### config.mk
export PLATFORM = sky130hd
export DESIGN_NAME = i2c_master_byte_sequencer_unit
export DESIGN_NICKNAME = d
export VERILOG_FILES = /design/src/rtl/core/i2cms_pkg.sv /design/src/rtl/core/i2c_master_byte_sequencer_unit.sv /design/src/rtl/core/i2cms_ctrl.sv /design/src/rtl/core/i2cms_dp.sv
export SDC_FILE = /design/constraint.sdc
export NUM_CORES = 1
export LEC_CHECK = 0
export ABC_AREA = 0
export BUFFER_PORTS_ARGS = -buffer_cell sky130_fd_sc_hd__buf_2
export CORE_ASPECT_RATIO = 0.8
export CORE_MARGIN = 5
export CORE_UTILIZATION = 45
export DETAILED_ROUTE_END_ITERATION = 16
export GPL_TIMING_DRIVEN = 1
export HOLD_SLACK_MARGIN = 0.06
export PLACE_DENSITY = 0.64
export SETUP_SLACK_MARGIN = 0.1
export SYNTH_ARGS = -nofsm -noshare
export SYNTH_HDL_FRONTEND = slang
export SYNTH_SLANG_ARGS = --single-unit
### constraint.sdc
create_clock -name clk -period 2.7 [get_ports clk]
set_input_delay 0.54 -clock clk [delete_from_list [all_inputs] [get_ports clk]]
set_output_delay 0.54 -clock clk [all_outputs]
set_load 0.005 [all_outputs]
### src/rtl/core/i2cms_pkg.sv
// shared types and constants of the i2c master byte sequencer
`timescale 1ns / 1ps
package i2cms_pkg;

    localparam int BITS_PER_BYTE = 8;
    localparam int TICK_W        = 16;
    localparam int SEG_IDX_W     = 5;

    localparam logic [2:0] MODE_START    = 3'd0;
    localparam logic [2:0] MODE_STOP     = 3'd1;
    localparam logic [2:0] MODE_WRITE    = 3'd2;
    localparam logic [2:0] MODE_READ     = 3'd3;
    localparam logic [2:0] MODE_SEND_ACK = 3'd4;
    localparam logic [2:0] MODE_RECV_ACK = 3'd5;

    localparam logic [TICK_W-1:0] TICKS_RESET = 16'd11;

    typedef struct packed {
        logic [2:0]               mode;
        logic [BITS_PER_BYTE-1:0] write_byte;
        logic                     ack_to_send;
        logic [BITS_PER_BYTE-1:0] sampled_bits;
    } cmd_t;

    typedef struct packed {
        logic                     scl_level;
        logic                     sda_level;
        logic [1:0]               hold_units;
        logic [BITS_PER_BYTE-1:0] read_byte;
        logic                     ack_seen;
        logic                     last;
    } seg_t;

    typedef enum logic [1:0] {
        ST_IDLE,
        ST_EMIT,
        ST_WAIT
    } state_t;

    // controller to datapath
    typedef struct packed {
        logic load;
        logic emit;
        logic start_wait;
        logic run_wait;
    } dp_cmd_t;

    // datapath to controller
    typedef struct packed {
        logic mode_ok;
        logic seg_last;
        logic out_free;
        logic wait_done;
    } dp_stat_t;

endpackage

### src/rtl/core/i2c_master_byte_sequencer_unit.sv
// top level of the i2c master byte sequencer
`timescale 1ns / 1ps
// Byte-level i2c master sequencer. Each command item (start, stop, write byte,
// read byte, send ack, receive ack) turns into a run of waveform segment items
// giving scl level, sda level (1 = released) and a hold time of 0..3 delay
// units; the final segment has last set and carries the read byte or the
// ack flag. Commands are processed one at a time: a command is taken only
// while the sequencer is idle, then each segment is written to the output
// register and followed by its hold time, counted down by the datapath timer
// in delay units of ticks_per_unit (a tick value of zero counts as one). A
// command yields 3, 4 or 18 segments, and a segment is emitted only once the
// output register is free, so an output stall holds it back. Mode codes 6 and
// 7 are taken and dropped with no segments. The output register lets the next
// command be taken while the final segment still waits on the output side.
// ticks_per_unit resets to 11 and must only be written while the sequencer is
// idle.
module i2c_master_byte_sequencer_unit (
    input  logic                         clk,
    input  logic                         rst_n,
    // command items
    input  logic                         cmd_valid,
    output logic                         cmd_stall,
    input  i2cms_pkg::cmd_t              cmd,
    // segment items
    output logic                         seg_valid,
    input  logic                         seg_stall,
    output i2cms_pkg::seg_t              seg,
    // ticks_per_unit register write
    input  logic                         cfg_write,
    input  logic [i2cms_pkg::TICK_W-1:0] cfg_data
);
    import i2cms_pkg::*;

    dp_cmd_t  ctl;
    dp_stat_t stat;

    // sequencing: idle, emit segment, hold timer
    i2cms_ctrl u_ctrl (
        .clk       (clk),
        .rst_n     (rst_n),
        .cmd_valid (cmd_valid),
        .cmd_stall (cmd_stall),
        .stat      (stat),
        .ctl       (ctl)
    );

    // command registers, segment builder, output register and timer
    i2cms_dp u_dp (
        .clk       (clk),
        .rst_n     (rst_n),
        .cmd       (cmd),
        .cfg_write (cfg_write),
        .cfg_data  (cfg_data),
        .seg_valid (seg_valid),
        .seg_stall (seg_stall),
        .seg       (seg),
        .ctl       (ctl),
        .stat      (stat)
    );

endmodule

### src/rtl/core/i2cms_ctrl.sv
// controller state machine of the i2c master byte sequencer
`timescale 1ns / 1ps
module i2cms_ctrl (
    input  logic                clk,
    input  logic                rst_n,
    input  logic                cmd_valid,
    output logic                cmd_stall,
    input  i2cms_pkg::dp_stat_t stat,
    output i2cms_pkg::dp_cmd_t  ctl
);
    import i2cms_pkg::*;

    state_t state_reg;
    state_t state_next;

    always_ff @(posedge clk or negedge rst_n)
    begin
        if (!rst_n)
        begin
            state_reg <= ST_IDLE;
        end
        else
        begin
            state_reg <= state_next;
        end
    end

    always_comb
    begin
        state_next = state_reg;
        cmd_stall  = 1'b1;
        ctl        = '0;
        case (state_reg)
            ST_IDLE:
            begin
                cmd_stall = 1'b0;
                // unknown modes are taken and dropped
                if (cmd_valid && stat.mode_ok)
                begin
                    ctl.load   = 1'b1;
                    state_next = ST_EMIT;
                end
            end
            ST_EMIT:
            begin
                if (stat.out_free)
                begin
                    ctl.emit = 1'b1;
                    if (stat.seg_last)
                    begin
                        state_next = ST_IDLE;
                    end
                    else
                    begin
                        ctl.start_wait = 1'b1;
                        state_next     = ST_WAIT;
                    end
                end
            end
            ST_WAIT:
            begin
                ctl.run_wait = 1'b1;
                if (stat.wait_done)
                begin
                    state_next = ST_EMIT;
                end
            end
            default:
            begin
                state_next = ST_IDLE;
            end
        endcase
    end

endmodule

### src/rtl/core/i2cms_dp.sv
// datapath of the i2c master byte sequencer: command regs, segment build, timer
`timescale 1ns / 1ps
module i2cms_dp (
    input  logic                              clk,
    input  logic                              rst_n,
    input  i2cms_pkg::cmd_t                   cmd,
    input  logic                              cfg_write,
    input  logic [i2cms_pkg::TICK_W-1:0]      cfg_data,
    output logic                              seg_valid,
    input  logic                              seg_stall,
    output i2cms_pkg::seg_t                   seg,
    input  i2cms_pkg::dp_cmd_t                ctl,
    output i2cms_pkg::dp_stat_t               stat
);
    import i2cms_pkg::*;

    cmd_t                     cmd_reg;
    logic [BITS_PER_BYTE-1:0] shift_reg;
    logic [SEG_IDX_W-1:0]     idx_reg;
    seg_t                     seg_reg;
    logic                     seg_valid_reg;
    logic [TICK_W-1:0]        tpu_reg;
    logic [TICK_W-1:0]        tick_reg;
    logic [1:0]               units_reg;
    seg_t                     cur;
    logic                     bit_now;
    logic                     nack;

    assign bit_now = shift_reg[BITS_PER_BYTE-1];
    assign nack    = ~cmd_reg.ack_to_send;

    // segment for the current index
    always_comb
    begin
        cur = '0;
        case (cmd_reg.mode)
            MODE_START:
            begin
                case (idx_reg)
                    5'd0:    cur = '{1'b1, 1'b1, 2'd3, '0, 1'b0, 1'b0};
                    5'd1:    cur = '{1'b1, 1'b0, 2'd3, '0, 1'b0, 1'b0};
                    default: cur = '{1'b0, 1'b0, 2'd0, '0, 1'b0, 1'b1};
                endcase
            end
            MODE_STOP:
            begin
                case (idx_reg)
                    5'd0:    cur = '{1'b0, 1'b0, 2'd3, '0, 1'b0, 1'b0};
                    5'd1:    cur = '{1'b1, 1'b0, 2'd3, '0, 1'b0, 1'b0};
                    default: cur = '{1'b1, 1'b1, 2'd0, '0, 1'b0, 1'b1};
                endcase
            end
            MODE_WRITE:
            begin
                if (idx_reg == '0)
                begin
                    cur = '{1'b0, 1'b0, 2'd2, '0, 1'b0, 1'b0};
                end
                else if (idx_reg >= 5'd17)
                begin
                    cur = '{1'b0, 1'b1, 2'd0, '0, 1'b0, 1'b1};
                end
                else if (idx_reg[0])
                begin
                    cur = '{1'b0, bit_now, 2'd2, '0, 1'b0, 1'b0};
                end
                else
                begin
                    cur = '{1'b1, bit_now, 2'd3, '0, 1'b0, 1'b0};
                end
            end
            MODE_READ:
            begin
                if (idx_reg == '0)
                begin
                    cur = '{1'b0, 1'b1, 2'd3, '0, 1'b0, 1'b0};
                end
                else if (idx_reg >= 5'd17)
                begin
                    // sampled bits arrive msb first, so the byte is them as is
                    cur = '{1'b0, 1'b1, 2'd0, cmd_reg.sampled_bits, 1'b0, 1'b1};
                end
                else if (idx_reg[0])
                begin
                    cur = '{1'b1, 1'b1, 2'd3, '0, 1'b0, 1'b0};
                end
                else
                begin
                    cur = '{1'b0, 1'b1, 2'd2, '0, 1'b0, 1'b0};
                end
            end
            MODE_SEND_ACK:
            begin
                case (idx_reg)
                    5'd0:    cur = '{1'b0, 1'b0, 2'd1, '0, 1'b0, 1'b0};
                    5'd1:    cur = '{1'b0, nack, 2'd1, '0, 1'b0, 1'b0};
                    5'd2:    cur = '{1'b1, nack, 2'd2, '0, 1'b0, 1'b0};
                    default: cur = '{1'b0, 1'b1, 2'd0, '0, 1'b0, 1'b1};
                endcase
            end
            MODE_RECV_ACK:
            begin
                // sda stays released through the whole ack phase
                case (idx_reg)
                    5'd0:    cur = '{1'b0, 1'b1, 2'd1, '0, 1'b0, 1'b0};
                    5'd1:    cur = '{1'b1, 1'b1, 2'd1, '0, 1'b0, 1'b0};
                    default: cur = '{1'b0, 1'b1, 2'd0, '0,
                                     ~cmd_reg.sampled_bits[BITS_PER_BYTE-1], 1'b1};
                endcase
            end
            default:
            begin
                cur = '0;
            end
        endcase
    end

    always_ff @(posedge clk)
    begin
        if (ctl.load)
        begin
            cmd_reg   <= cmd;
            shift_reg <= cmd.write_byte;
        end
        else if (ctl.emit && cmd_reg.mode == MODE_WRITE && idx_reg != '0 && !idx_reg[0])
        begin
            // next bit after the scl high segment
            shift_reg <= {shift_reg[BITS_PER_BYTE-2:0], 1'b0};
        end
        if (ctl.emit)
        begin
            seg_reg <= cur;
        end
    end

    always_ff @(posedge clk or negedge rst_n)
    begin
        if (!rst_n)
        begin
            idx_reg       <= '0;
            seg_valid_reg <= 1'b0;
            tpu_reg       <= TICKS_RESET;
            tick_reg      <= '0;
            units_reg     <= '0;
        end
        else
        begin
            if (cfg_write)
            begin
                tpu_reg <= cfg_data;
            end
            if (ctl.load)
            begin
                idx_reg <= '0;
            end
            else if (ctl.emit)
            begin
                idx_reg <= idx_reg + 5'd1;
            end
            if (ctl.emit)
            begin
                seg_valid_reg <= 1'b1;
            end
            else if (!seg_stall)
            begin
                seg_valid_reg <= 1'b0;
            end
            if (ctl.start_wait)
            begin
                units_reg <= cur.hold_units;
                tick_reg  <= tpu_reg;
            end
            else if (ctl.run_wait && units_reg != '0)
            begin
                // a zero tick count acts as one tick per unit
                if (tick_reg <= 16'd1)
                begin
                    units_reg <= units_reg - 2'd1;
                    tick_reg  <= tpu_reg;
                end
                else
                begin
                    tick_reg <= tick_reg - 16'd1;
                end
            end
        end
    end

    assign seg_valid      = seg_valid_reg;
    assign seg            = seg_reg;
    assign stat.mode_ok   = (cmd.mode <= MODE_RECV_ACK);
    assign stat.seg_last  = cur.last;
    assign stat.out_free  = !seg_valid_reg || !seg_stall;
    assign stat.wait_done = (units_reg == '0);

endmodule
# Word-level counts from Yosys, hierarchy flattened
# Cells that the tools add are included.
# word_totals
input_bits	41
register_bits	76
wordCells	93
out_inout_bits	16
# classes
eq_ne	13
reduce_logical	21
order_cmp	3
n_addsub	3
n_mux	35
bitwise	2
# ops
cell	count
$mux 14	6
$pmux 14 s2	3
$pmux 14 s6	1
$mux 16	3
$pmux 14 s3	1
$mux 2	9
$le 16x1->1 const B	1
$mux 8	2
$sub 16x1->16 const B	1
$mux 5	2
$reduce_bool 2->1	5
$mux 1	7
$eq 3x2->1 const B	2
$eq 3x3->1 const B	2
$pmux 2 s3	1
$add 5x1->5 const B	1
$eq 5x1->1 const B	1
$eq 5x2->1 const B	1
$ge 5x5->1 const B	1
$logic_and 1x1->1	5
$logic_not 5->1	1
$reduce_bool 5->1	1
$logic_not 2->1	2
$ne 2x1->1 const B	2
12 further kinds	16

# Depth between registers and ports, before layout
# logic_depth
word_depth	12
ltp_mapped	9
depth_no_buf	7

# By module
# Synthesis repeated with hierarchy kept, for this count alone.
# hier_totals
cells_unflattened	317
hier_area_um2	3707.3
# modules_own_cells
module	area_per_inst_um2	instances	seq_area_each_um2	cells_each
i2cms_dp	3578.4	1	2025.7	303
i2cms_ctrl	128.9	1	50.0	14

# Worst setup path after synthesis
# No wires, ideal clock.
# synth_path
kind	reg-to-reg
startpoint	reg u_dp.idx_reg[0]
endpoint	reg u_dp.shift_reg[0] (enable)
path_buffers	1
t_arrival_ps	1862
path_slack_ps	454
required_ps	2316
period_less_slack_ps	2246
setup_ps	384
stages_incl_launch_ff	7
cell_sequence	dfrtp_1 > inv_1 > ha_1 > or4b_1 > clkbuf_1 > nand4_1 > o21ai_0
# synth_via
elab_chain_cells	4
word_cells_on_any_way	5
cone_classes	reduce/logical: 5
# synth_rtl
item	line_no	text
start, declared	i2cms_dp.sv:19	logic [SEG_IDX_W-1:0] idx_reg;
start signal, assigned	i2cms_dp.sv:158	idx_reg <= idx_reg + 5'd1;
$reduce_bool 5->1	i2cms_dp.sv:125	else if (ctl.emit && cmd_reg.mode == MODE_WRITE && idx_reg != '0 && !idx_reg[0])
$logic_and 1x1->1	i2cms_dp.sv:125	
$logic_and 1x1->1 (*)	i2cms_dp.sv:125	
$reduce_bool 2->1 (no source line) (*)	n/a	
end signal, assigned	i2cms_dp.sv:123	shift_reg <= cmd.write_byte;
end signal, assigned	i2cms_dp.sv:128	shift_reg <= {shift_reg[BITS_PER_BYTE-2:0], 1'b0};
end, declared	i2cms_dp.sv:18	logic [BITS_PER_BYTE-1:0] shift_reg;
# Every way passes the cells marked *; elsewhere a longest branch is shown, timed or not.
# A chain may end at the register's enable or synchronous reset.

# Final worst setup path
# layout_path
startpoint	reg u_dp.idx_reg[1]
endpoint	reg u_dp.tick_reg[13]
# layout_via
elab_chain_cells	8
word_cells_on_any_way	18
cone_classes	order compare: 1; eq/ne: 2; mux: 13; reduce/logical: 2
# layout_rtl
item	line_no	text
$ge 5x5->1	i2cms_dp.sv:59, i2cms_dp.sv:78	
$mux 14, on equally long branches	i2cms_dp.sv:78, i2cms_dp.sv:59	
$mux 14, on equally long branches	i2cms_dp.sv:74, i2cms_dp.sv:55	
$pmux 14 s6 (*)	i2cms_dp.sv:36	case (cmd_reg.mode)
$mux 1 (*)	i2cms_ctrl.sv:49	if (stat.seg_last)
$mux 2 (*)	i2cms_ctrl.sv:46	if (stat.out_free)
$mux 2 (*)	i2cms_ctrl.sv:33	case (state_reg)
$mux 16 or $reduce_bool 2->1 (tied branches)	n/a	
end signal, assigned	i2cms_dp.sv:171	tick_reg <= tpu_reg;
end signal, assigned	i2cms_dp.sv:179	tick_reg <= tpu_reg;
end signal, assigned	i2cms_dp.sv:183	tick_reg <= tick_reg - 16'd1;
end, declared	i2cms_dp.sv:23	logic [TICK_W-1:0] tick_reg;
# Marks and branches as above.

==> impl_results.md <==
- Clock Sinks: 76
- Worst skew pair latency: 0.36 ns
- Ratio of cells with drive above 1 in the final layout: 0.286
- Via count: 2538
- Final period util: 0.891
- Fin area: 0.00424 mm²
- Row Count: 29
- Pin count of the biggest net entering global routing: 43
- Core area: 0.00787 mm²
- RSZ-0062 raised after global routing: no
- Most frequent cells in the layout: 56 x buf_2, 40 x nand2_1, 39 x dfrtp_1, 34 x edfxtp_1, 27 x nor2_1
- Non-Filler Instances: 492
- Setup crit start: u_dp.idx_reg[1]
- Total power: 0.00438 W
- Area after DPL: 0.00402 mm²
- Die width: 110 µm
- Max Slew Vio Count: 0
- Post-placement cell count: 476
- Syn_nets: 364
- CTS Hold Bufs: 0
- RePlAce Congestion: 0.866
- Post-synth top flop: dfrtp_1
- Sequential element share of the synthesized area: 0.576
- Mapped Cells: 316
- Average wire per standard cell: 14.8 µm
- I/O Buffers: 56
- Power density over the cells: 1040 mW/mm²
- Synthesis-to-layout area growth: 17.5%
- Worst-margin pin slew: 0.952 ns
- Post-Syn Area: 0.00360 mm²
- Seq. cell area: 0.00208 mm²
- Setup crit end kind: flop
- CTS clock-pin slew for the worst setup and hold paths: 0.08 ns
- Status: completed
- Max-capacitance violation count: 0
- Worst reg2reg path endpoint: u_dp.tick_reg[13]
- I/O pin cnt: 57
- Mean Syn Cell Area: 11.4 µm²
- RR Startpoint: u_dp.idx_reg[1]
- Via density: 5.16
- First-pass GRT wire length: 12.1 mm
- Die Span Y: 90.0 µm
- Setup Viol. Count Final: 0
- H-Tree Level Count: 3
- Worst EP arrival: 2.64 ns
- Root Driver: clkbuf_8
- Minimum clock period: 2.41 ns
- Max Fanout on Critical Path: 11
- Worst R2R Path Depth: 7
- Commonest non-fill, non-tap cell in the layout: buf_2
- Worst slew margin: 0.366
- Nets: 427
- Final Hold Vio Count: 0
- Leak pwr: 1.84 nW
- Peak supply drop: 0.445 mV
- Clk_skew: 0.0113 ns
- Initial antenna violation count: 0
- WS Path Type: flop to flop
- Total global routing overflow: 0
- Number of synthesized flops with an enable pin: 34
- Number of remaining DRC errors: 0
- Reg2Reg Setup Slack: 0.29 ns
- FMAX: 416 MHz
- Routed Antenna Nets: 0
- CP required: 2.94 ns
- Initial Util: 0.458
- Async S/R FF share, synth: 0.553
- Routed wire length: 7.28 mm
- Synth unique cells: 53
- Synth Warn #: 0
- Worst Hold Slack: 0.333 ns
- Initial DRC Count: 107
- CTS tree: built
- Number of global-route vias before repair: 2559
- Hold Crit Class: primary input to async pin
- Fillers: 714
- Final setup TNS: 0 ns
- Hpwl dp: 5.07 mm
- # diodes: 0
- CTS max path bufs: 2
- Post-synthesis register bit count: 76
- Die ar.: 0.00991 mm²
- CP endpoint: u_dp.tick_reg[13]
- Total GRT Usage: 0.155
- Area of the multi-input gates: 0.00139 mm²
- Num CTS Buffers: 9
- Detailed Routing Iterations Pass 1: 5
- Crit start category: flop
## routing by layer
metal | GRT usage | wire length (µm)
met1 | 0.224 | 3700
met2 | 0.219 | 3040
met3 | 0.0430 | 432
met4 | 0.0613 | 109
met5 | 0 | 0
## stage by stage
| stage | setup slack (ns) | util |
|---|---|---|
| CTS | 0.220 | 0.538 |
| floorplan | 0.454 | - |
| global route | 0.162 | 0.538 |
| finish | 0.293 | 0.538 |
| detailed placement | 0.250 | 0.510 |
| global placement | 0.405 | 0.510 |
## where the power goes
group          internal (W)  total [W]  leakage [nW]  switching (W)
Clock              0.000520   0.000949         0.102       0.000429
Sequential          0.00159    0.00185         0.833       0.000254
Combinational      0.000713    0.00159         0.909       0.000873
Total               0.00283    0.00438          1.84        0.00156
## timing repair
item / 4_1_cts / 5_1_grt
resized for setup: 0 / 1
buffers inserted: 0 / 0
endpoints found under the setup margin: 0 / 8
## how the worst min path moves through the flow
stage,endpoint,slack [ns],depth (start not counted)
2_1_floorplan,u_ctrl.state_reg[0],0.24,0
3_5_place_dp,u_dp.tick_reg[4],0.50,1
6_report,u_dp.tpu_reg[10],0.33,1
4_1_cts,u_dp.cmd_reg[3],0.34,1
3_3_place_gp,u_dp.tick_reg[4],0.48,1
5_1_grt,u_dp.cmd_reg[2],0.33,1
## area by class of cell
class / instances / area share
Tap cell: 108 / 0.0319
Clock buffer: 10 / 0.0301
Multi-Input combinational cell: 210 / 0.328
Clock inverter: 6 / 0.0210
Inverter: 15 / 0.0133
Timing Repair Buffer: 67 / 0.0857
Sequential cell: 76 / 0.490
## Yosys cell counts, drive strengths merged, types with 7 or more instances
master	number	share of area
a21oi	10	0.014
a221o	10	0.028
and3	11	0.019
clkbuf	9	0.0094
dfrtp	39	0.27
edfxtp	34	0.28
ha	7	0.024
inv	15	0.016
mux2	18	0.056
nand2	40	0.042
nor2	27	0.028
nor3	9	0.012
o21ai	11	0.015
xor2	7	0.017
## worst max-delay path, cell delays in order (launching register included)
cell and delay [ns]:
dfrtp_1 0.45, inv_1 0.10, ha_1 0.24, nor3_1 0.09, a2111o_1 0.45, and3_1 0.25, or2_4 0.35, a221o_1 0.37
## logic make-up after synthesis
| group | after synthesis | share of synthesized area |
|---|---|---|
| xor gates and xnor gates | 11 | 0.0267 |
| AOI/OAI and AO/OA | 54 | 0.110 |
| muxes | 20 | 0.0618 |
| adders and majority gates | 7 | 0.0243 |
| buffers and inverters | 30 | 0.0385 |
| and+or+nand+nor | 118 | 0.163 |
| DFF | 76 | 0.576 |
Note: power is estimated with default switching activity, not from simulation.
